--- src/hw/rtl/dms_pkg.sv ---
// ----------------------------------------------------------------------------
// dms_pkg - door motor sequencer shared definitions
// Mode codes, register indexes, payload and state structs.
// ----------------------------------------------------------------------------
package dms_pkg;

  localparam int TimerW = 16;
  localparam int ModeW  = 4;
  localparam int CfgIdxW = 2;

  localparam logic [TimerW-1:0] TimerMax = '1;

  // Mode codes
  localparam logic [ModeW-1:0] MODE_INIT             = 4'd0;
  localparam logic [ModeW-1:0] MODE_CLOSING          = 4'd1;
  localparam logic [ModeW-1:0] MODE_CLOSE_SETTLE     = 4'd2;
  localparam logic [ModeW-1:0] MODE_CLOSED           = 4'd3;
  localparam logic [ModeW-1:0] MODE_OPENING          = 4'd4;
  localparam logic [ModeW-1:0] MODE_OPEN_SETTLE      = 4'd5;
  localparam logic [ModeW-1:0] MODE_OPEN             = 4'd6;
  localparam logic [ModeW-1:0] MODE_MIDCLOSED_SETTLE = 4'd7;
  localparam logic [ModeW-1:0] MODE_MIDCLOSED        = 4'd8;
  localparam logic [ModeW-1:0] MODE_MIDOPEN_SETTLE   = 4'd9;
  localparam logic [ModeW-1:0] MODE_MIDOPEN          = 4'd10;

  // Register indexes
  localparam logic [CfgIdxW-1:0] REG_START_DELAY    = 2'd0;
  localparam logic [CfgIdxW-1:0] REG_LONG_DELAY     = 2'd1;
  localparam logic [CfgIdxW-1:0] REG_SHORT_DELAY    = 2'd2;
  localparam logic [CfgIdxW-1:0] REG_TRAVEL_TIMEOUT = 2'd3;

  // Register reset values, milliseconds
  localparam logic [TimerW-1:0] START_DELAY_RST    = 16'd5000;
  localparam logic [TimerW-1:0] LONG_DELAY_RST     = 16'd5000;
  localparam logic [TimerW-1:0] SHORT_DELAY_RST    = 16'd2000;
  localparam logic [TimerW-1:0] TRAVEL_TIMEOUT_RST = 16'd30000;

  typedef struct packed {
    logic [7:0] elapsed_ms;
    logic       closed_limit;
    logic       open_limit;
    logic       trigger;
  } dms_in_t;

  typedef struct packed {
    logic [ModeW-1:0] door_state;
    logic             motor_on;
    logic             motor_toward_close;
    logic             state_changed;
  } dms_out_t;

  typedef struct packed {
    logic [TimerW-1:0] start_delay;
    logic [TimerW-1:0] long_delay;
    logic [TimerW-1:0] short_delay;
    logic [TimerW-1:0] travel_timeout;
  } dms_cfg_t;

  typedef struct packed {
    logic [ModeW-1:0]  mode;
    logic [TimerW-1:0] delay_timer;
    logic [TimerW-1:0] travel_timer;
    logic              relay_active;
    logic              relay_direction;
  } dms_state_t;

endpackage

--- src/hw/rtl/dms_cfg_regs.sv ---
// ----------------------------------------------------------------------------
// dms_cfg_regs - configuration register file
// Four 16-bit millisecond registers behind a plain write port.
// ----------------------------------------------------------------------------
module dms_cfg_regs
  import dms_pkg::*;
(
  input  logic               clk,
  input  logic               rst,
  input  logic               cfg_we,
  input  logic [CfgIdxW-1:0] cfg_index,
  input  logic [TimerW-1:0]  cfg_data,
  output dms_cfg_t           cfg
);

  // Load the addressed register, restore defaults on reset
  always_ff @(posedge clk) begin
    if (rst) begin
      cfg.start_delay    <= START_DELAY_RST;
      cfg.long_delay     <= LONG_DELAY_RST;
      cfg.short_delay    <= SHORT_DELAY_RST;
      cfg.travel_timeout <= TRAVEL_TIMEOUT_RST;
    end else if (cfg_we) begin
      unique case (cfg_index)
        REG_START_DELAY:    cfg.start_delay    <= cfg_data;
        REG_LONG_DELAY:     cfg.long_delay     <= cfg_data;
        REG_SHORT_DELAY:    cfg.short_delay    <= cfg_data;
        REG_TRAVEL_TIMEOUT: cfg.travel_timeout <= cfg_data;
        default: ;
      endcase
    end
  end

endmodule

--- src/hw/rtl/dms_step.sv ---
// ----------------------------------------------------------------------------
// dms_step - one service tick of the sequencer
// Saturating timer update followed by one mode transition.
// ----------------------------------------------------------------------------
module dms_step
  import dms_pkg::*;
(
  input  dms_state_t state,
  input  dms_cfg_t   cfg,
  input  dms_in_t    req,
  output dms_state_t state_next,
  output dms_out_t   result
);

  logic [TimerW:0]   delay_sum;
  logic [TimerW:0]   travel_sum;
  logic [TimerW-1:0] delay_acc;
  logic [TimerW-1:0] travel_acc;
  logic              stop_cond;

  // Add elapsed time, saturate at full scale
  always_comb begin
    delay_sum  = {1'b0, state.delay_timer} + {{(TimerW-7){1'b0}}, req.elapsed_ms};
    travel_sum = {1'b0, state.travel_timer} + {{(TimerW-7){1'b0}}, req.elapsed_ms};
    delay_acc  = delay_sum[TimerW] ? TimerMax : delay_sum[TimerW-1:0];
    travel_acc = travel_sum[TimerW] ? TimerMax : travel_sum[TimerW-1:0];
    stop_cond  = req.trigger || (travel_acc >= cfg.travel_timeout);
  end

  // Mode transition
  always_comb begin
    state_next              = state;
    state_next.delay_timer  = delay_acc;
    state_next.travel_timer = travel_acc;
    unique case (state.mode)
      MODE_CLOSING, MODE_OPENING: begin
        if ((state.mode == MODE_CLOSING) ? req.closed_limit : req.open_limit) begin
          state_next.mode = (state.mode == MODE_CLOSING) ? MODE_CLOSE_SETTLE
                                                         : MODE_OPEN_SETTLE;
        end else if (stop_cond) begin
          state_next.mode = (state.mode == MODE_CLOSING) ? MODE_MIDCLOSED_SETTLE
                                                         : MODE_MIDOPEN_SETTLE;
        end
        // Drop the relay on any stop
        if (state_next.mode != state.mode) begin
          state_next.delay_timer     = '0;
          state_next.relay_active    = 1'b0;
          state_next.relay_direction = 1'b0;
        end
      end
      MODE_CLOSE_SETTLE: begin
        if (delay_acc >= cfg.long_delay) state_next.mode = MODE_CLOSED;
      end
      MODE_OPEN_SETTLE: begin
        if (delay_acc >= cfg.long_delay) state_next.mode = MODE_OPEN;
      end
      MODE_MIDCLOSED_SETTLE: begin
        if (delay_acc >= cfg.short_delay) state_next.mode = MODE_MIDCLOSED;
      end
      MODE_MIDOPEN_SETTLE: begin
        if (delay_acc >= cfg.short_delay) state_next.mode = MODE_MIDOPEN;
      end
      MODE_OPEN, MODE_MIDOPEN, MODE_CLOSED, MODE_MIDCLOSED: begin
        // Start the motor toward the far end
        if (req.trigger) begin
          state_next.delay_timer     = '0;
          state_next.travel_timer    = '0;
          state_next.relay_active    = 1'b1;
          state_next.relay_direction = (state.mode == MODE_OPEN) ||
                                       (state.mode == MODE_MIDOPEN);
          state_next.mode            = state_next.relay_direction ? MODE_CLOSING
                                                                  : MODE_OPENING;
        end
      end
      default: begin
        // Init and unused codes: sample the limits once the start delay is up
        state_next.mode = MODE_INIT;
        if (delay_acc >= cfg.start_delay) begin
          state_next.delay_timer = '0;
          if (req.closed_limit)    state_next.mode = MODE_CLOSED;
          else if (req.open_limit) state_next.mode = MODE_OPEN;
          else                     state_next.mode = MODE_MIDCLOSED;
        end
      end
    endcase
  end

  // Result taken after the transition
  always_comb begin
    result.door_state         = state_next.mode;
    result.motor_on           = state_next.relay_active;
    result.motor_toward_close = state_next.relay_direction;
    result.state_changed      = (state_next.mode != state.mode);
  end

endmodule

--- src/hw/rtl/door_motor_sequencer_unit.sv ---
// ----------------------------------------------------------------------------
// door_motor_sequencer_unit - single-button door motor sequencer
//
//   channel  direction  handshake            payload
//   in       request    in_valid/in_ready    in_data   (dms_in_t)
//   out      result     out_valid/out_ready  out_data  (dms_out_t)
//   cfg      write      cfg_we               cfg_index, cfg_data
//
// One request per cycle sustained while out_ready holds; each accepted request
// reaches out_data through the input register, then the result register.
// The mode/timer registers update in the same cycle the input register hands
// its request to the result register, so the loop through dms_step sets rate.
// A stalled output holds the input register; in_ready drops only when both hold.
// Synchronous reset returns mode to init, timers to zero, relay off and
// registers to their defaults. No clearing pass.
// ----------------------------------------------------------------------------
module door_motor_sequencer_unit
  import dms_pkg::*;
(
  input  logic               clk,
  input  logic               rst,
  input  logic               in_valid,
  output logic               in_ready,
  input  dms_in_t            in_data,
  output logic               out_valid,
  input  logic               out_ready,
  output dms_out_t           out_data,
  input  logic               cfg_we,
  input  logic [CfgIdxW-1:0] cfg_index,
  input  logic [TimerW-1:0]  cfg_data
);

  dms_cfg_t   cfg;
  dms_state_t state;
  dms_state_t state_next;
  dms_out_t   result;
  dms_in_t    req;
  logic       req_valid;
  logic       advance;

  dms_cfg_regs u_cfg (
    .clk       (clk),
    .rst       (rst),
    .cfg_we    (cfg_we),
    .cfg_index (cfg_index),
    .cfg_data  (cfg_data),
    .cfg       (cfg)
  );

  dms_step u_step (
    .state      (state),
    .cfg        (cfg),
    .req        (req),
    .state_next (state_next),
    .result     (result)
  );

  // Handshake: advance when the result register is free or being drained
  assign advance  = req_valid && (!out_valid || out_ready);
  assign in_ready = !req_valid || advance;

  // Input register
  always_ff @(posedge clk) begin
    if (rst) begin
      req_valid <= 1'b0;
    end else if (in_ready) begin
      req_valid <= in_valid;
    end
  end

  always_ff @(posedge clk) begin
    if (in_ready && in_valid) begin
      req <= in_data;
    end
  end

  // Sequencer state
  always_ff @(posedge clk) begin
    if (rst) begin
      state.mode            <= MODE_INIT;
      state.delay_timer     <= '0;
      state.travel_timer    <= '0;
      state.relay_active    <= 1'b0;
      state.relay_direction <= 1'b0;
    end else if (advance) begin
      state <= state_next;
    end
  end

  // Result register
  always_ff @(posedge clk) begin
    if (rst) begin
      out_valid <= 1'b0;
    end else if (advance) begin
      out_valid <= 1'b1;
    end else if (out_ready) begin
      out_valid <= 1'b0;
    end
  end

  always_ff @(posedge clk) begin
    if (advance) begin
      out_data <= result;
    end
  end

`ifndef SYNTHESIS
  // Motor runs only in a travel mode
  assert property (@(posedge clk) disable iff (rst)
    out_valid && out_data.motor_on |->
      (out_data.door_state == MODE_CLOSING || out_data.door_state == MODE_OPENING))
    else $error("motor on outside travel mode");

  // Direction is cleared whenever the relay is off
  assert property (@(posedge clk) disable iff (rst)
    out_valid && !out_data.motor_on |-> !out_data.motor_toward_close)
    else $error("direction set with relay off");

  // Registered result mirrors the committed mode
  assert property (@(posedge clk) disable iff (rst)
    advance |=> out_data.door_state == state.mode)
    else $error("result mode differs from state");

  // Only defined mode codes are ever reached
  assert property (@(posedge clk) disable iff (rst)
    state.mode <= MODE_MIDOPEN)
    else $error("mode code out of range");

  // Mode is held while no request advances
  assert property (@(posedge clk) disable iff (rst)
    !advance |=> $stable(state.mode))
    else $error("mode changed without a request");
`endif

endmodule
--- config.mk ---
export PLATFORM = sky130hd
export DESIGN_NAME = door_motor_sequencer_unit
export DESIGN_NICKNAME = d
export VERILOG_FILES = /design/src/hw/rtl/dms_pkg.sv /design/src/hw/rtl/dms_cfg_regs.sv /design/src/hw/rtl/dms_step.sv /design/src/hw/rtl/door_motor_sequencer_unit.sv
export SDC_FILE = /design/constraint.sdc
export NUM_CORES = 1
export LEC_CHECK = 0
export ABC_AREA = 1
export BUFFER_PORTS_ARGS = -buffer_cell sky130_fd_sc_hd__buf_2
export CAP_MARGIN = 20
export CORE_MARGIN = 2
export CORE_UTILIZATION = 55
export CTS_BUF_LIST = sky130_fd_sc_hd__clkbuf_4
export CTS_CLUSTER_SIZE = 20
export DETAILED_ROUTE_END_ITERATION = 12
export PLACE_DENSITY = 0.73
export SLEW_MARGIN = 15
export SYNTH_ARGS = -nofsm -noshare
export SYNTH_HDL_FRONTEND = slang
export SYNTH_SLANG_ARGS = --single-unit
--- constraint.sdc ---
create_clock -name clk -period 9.9 [get_ports clk]
set_input_delay 1.98 -clock clk [delete_from_list [all_inputs] [get_ports clk]]
set_output_delay 1.98 -clock clk [all_outputs]
set_load 0.005 [all_outputs]
==> impl_results.md <==
- Outcome: complete, no violations
- GP Congestion: 0.938
- Clock root buffer: clkbuf_4
- Max-capacitance violation count: 0
- Clock buffer depth: 2
- Final core occ: 0.600
- Share of layout cells above drive strength 1: 0.143
- CTS Hold Bufs: 0
- Critical path type: input port to primary output
- Clk_lat worst skew: ~580 ps
- Worst EP arrival: 2370 ps
- Yosys top cell area share: 0.269
- PnR worst setup slack: 5550 ps
- Non-filler instance count after layout: 1,270
- Placed Area: 8040 µm²
- H-tree levels: 4
- Starting density of the core: 0.559
- DRT antenna net count: 0
- Clock-pin slew on the worst setup and hold paths: roughly 100 ps
- Total power: about 1.1 mW
- Netlist area before placement: 7740 µm²
- Worst slack, placed: 5540 ps
- Largest net degree at the start of global routing: between 50 and 60
- Period utilization: 0.440
- Final setup fails: 0
- Sequential cell fraction of total power: 0.478
- Worst VDD drop: 0.0967 mV
- Comb pwr share: 0.220
- Ys async rst share: 0
- Main flop type after synthesis: dfxtp_1
- Inst Count DP: ~1,200
- Setup Skew: about 20 ps
- Total grt overflow: 0
- CTS tree: yes
- Clock power share: 0.302
- P_leak: 4.03 nW
- Worst Tran Pin Value: 1070 ps
- Distinct cells, synth: 43
- Global-route wire length before repair: between 20 and 30 mm
- Synth Instances: 1,042
- Setup Total Neg Slack: 0 ps
- Layout area overhead: 7.29%
- Final Critical Period: 4350 ps
- Int Pwr: 0.771 mW
- WHS: ~470 ps
- Post-synthesis sequential area ratio: 0.339
- Number of global-route vias before repair: 5,962
- Worst-path fanout max: 3
- Number of clock buffers inserted by TritonCTS: 17
- P per Cell Area: around 140 nW/µm²
- Average routed wire per standard cell: around 14 µm
- Mapped Nets: 1,158
- Initial antenna violation count: 1
- DR DRC count: 0
- Type of the tightest min-delay check: flop to flop
- Via count: ~6,600
- Crit path buf inv count: 3
- Sw Ratio: 0.321
- Die X: about 120 µm
- Synth warn: 0
- FMAX: 0.230 GHz
- Number of iterations in the first detailed-routing pass: 5
- Hpwl dp: 13.4 mm
- Core area: 13,800 µm²
- Post-synth top cells: nand2_1 (205), inv_1 (144), a21oi_1 (111)
- Pins Over Slew Limit: 0
- Slowest CP cell: buf_2
- Worst Path Required: 7920 ps
- Area leader, netlist: dfxtp_1
- Synthesis-stage register bit count: 122
- 1st-iter DRT viols: 388
- Net Sw Power: about 0.36 mW
- Die height: about 120 µm
- Nets: 1,192
- Worst path max stage delay: 140 ps
- Sink Count: 122
- Final wirelength: 17.8 mm
- Area of the die: about 15,000 µm²
- Most frequent cell after synthesis: nand2_1
- Vias/cell: ~5.2
- Post-route cell area: 8300 µm²
- Largest cells by area after synthesis: dfxtp_1 (27%), ha_1 (13%), nand2_1 (9.9%), a21oi_1 (7.2%), edfxtp_1 (7.0%)
- Worst reg2reg setup slack: 5640 ps
- CP delay by family, top: buffers and inverters
- EDFF count, synth: 18
- Post-CTS setup buffers: 0
- Sequence of cells on the critical path: buf_2, inv_1, nand3_1, buf_2
- # rows: 43
- CP endpoint kind: primary output
- Fin. Hold Viols: 0
- IO buf count: 42
- Total GRT Usage: 0.253
- Most frequent CP cell: buf_2
- PostCTS Resize Cnt: 0
- I/O pin count: 43
- Relative slew margins: 0.285
- Unrepaired setup endpoints after global routing: false
- Synth Area per Inst: 7.42 µm²
- Startpoint Class: input port
==> metal layers <==
metal,routed length [µm],GRT usage,share of wire,vias up
met4,293,0.0797,0.016,0
li1,-,-,-,3508
met2,8220,0.406,0.46,113
met1,8610,0.342,0.48,3001
met5,0,0,0,-
met3,711,0.0511,0.040,23
==> tightest hold or removal path, cell delays in order (launching register included) <==
cell     delay [ps]
dfxtp_1         310
inv_1            60
a21oi_1          60
==> flip-flops by register name (all words and copies together), names as in the netlist <==
register,flops
u_cfg.cfg,64
state,38
req,11
out_data,7
out_valid,1
req_valid,1
==> cells by family after synthesis <==
family                   Yosys count  synth area share
AO/OA/AOI/OAI                    236             0.175
XOR/XNOR                          14            0.0158
adder cells (fa/ha/maj)           82             0.135
buffers and inverters            185            0.0954
flip-flops                       122             0.339
AND/OR/NAND/NOR                  403             0.241
==> path summary, 6_finish.rpt <==
| kind | start | endpoint | cells after the start |
|---|---|---|---|
| setup reg to reg | req[3]$_DFFE_PP_ | out_data[0]$_DFFE_PP_ | 26 |
| setup / recovery | out_ready | in_ready | 4 |
| hold reg to reg | u_cfg.cfg[18]$_SDFFE_PP0P_ | u_cfg.cfg[18]$_SDFFE_PP0P_ | 2 |
| hold / removal | u_cfg.cfg[18]$_SDFFE_PP0P_ | u_cfg.cfg[18]$_SDFFE_PP0P_ | 2 |
==> power groups by stage <==
stage | sequential [mW] | combinational, mW | clock (mW)
global route | 0.545 | 0.290 | 0.368
global placement | 0.553 | 0.243 | 0
floorplan | 0.550 | 0.193 | 0
detailed placement | 0.554 | 0.248 | 0
CTS | 0.542 | 0.250 | 0.348
finish | 0.543 | 0.250 | 0.343
==> final cells by class <==
type	instances	area, µm²
fillers	1256	5530
multi-input cells	735	4380
flip-flops and latches	122	2620
inverters	154	578
repair buffers	46	240
well taps	180	225
clock buffers	20	150
clock inverters	12	106
diodes	1	2.50
==> placed cells by master (no fill, tap or decap), types with 4 or more instances in the layout <==
master    Yosys  layout
nand3_2       9       9
o21a_1        4       4
ha_1         80      80
a21oi_1     111     111
o21ai_1       7       7
nor3_1       14      14
nor2_2        8       8
o21ai_0      69      69
nand2_2      26      26
inv_1       144     144
clkinv_1      0       5
xor2_1       10      10
inv_2        10      11
dfxtp_1     104     104
o211ai_1     18      18
buf_4         1       4
a21oi_2      11      11
nor2_1       75      75
clkbuf_4      0      20
nand2_1     205     205
edfxtp_1     18      18
nand4_1      14      14
xnor2_1       4       4
buf_2         1      42
nand3_1      39      39
Note: power is estimated with default switching activity, not from simulation.
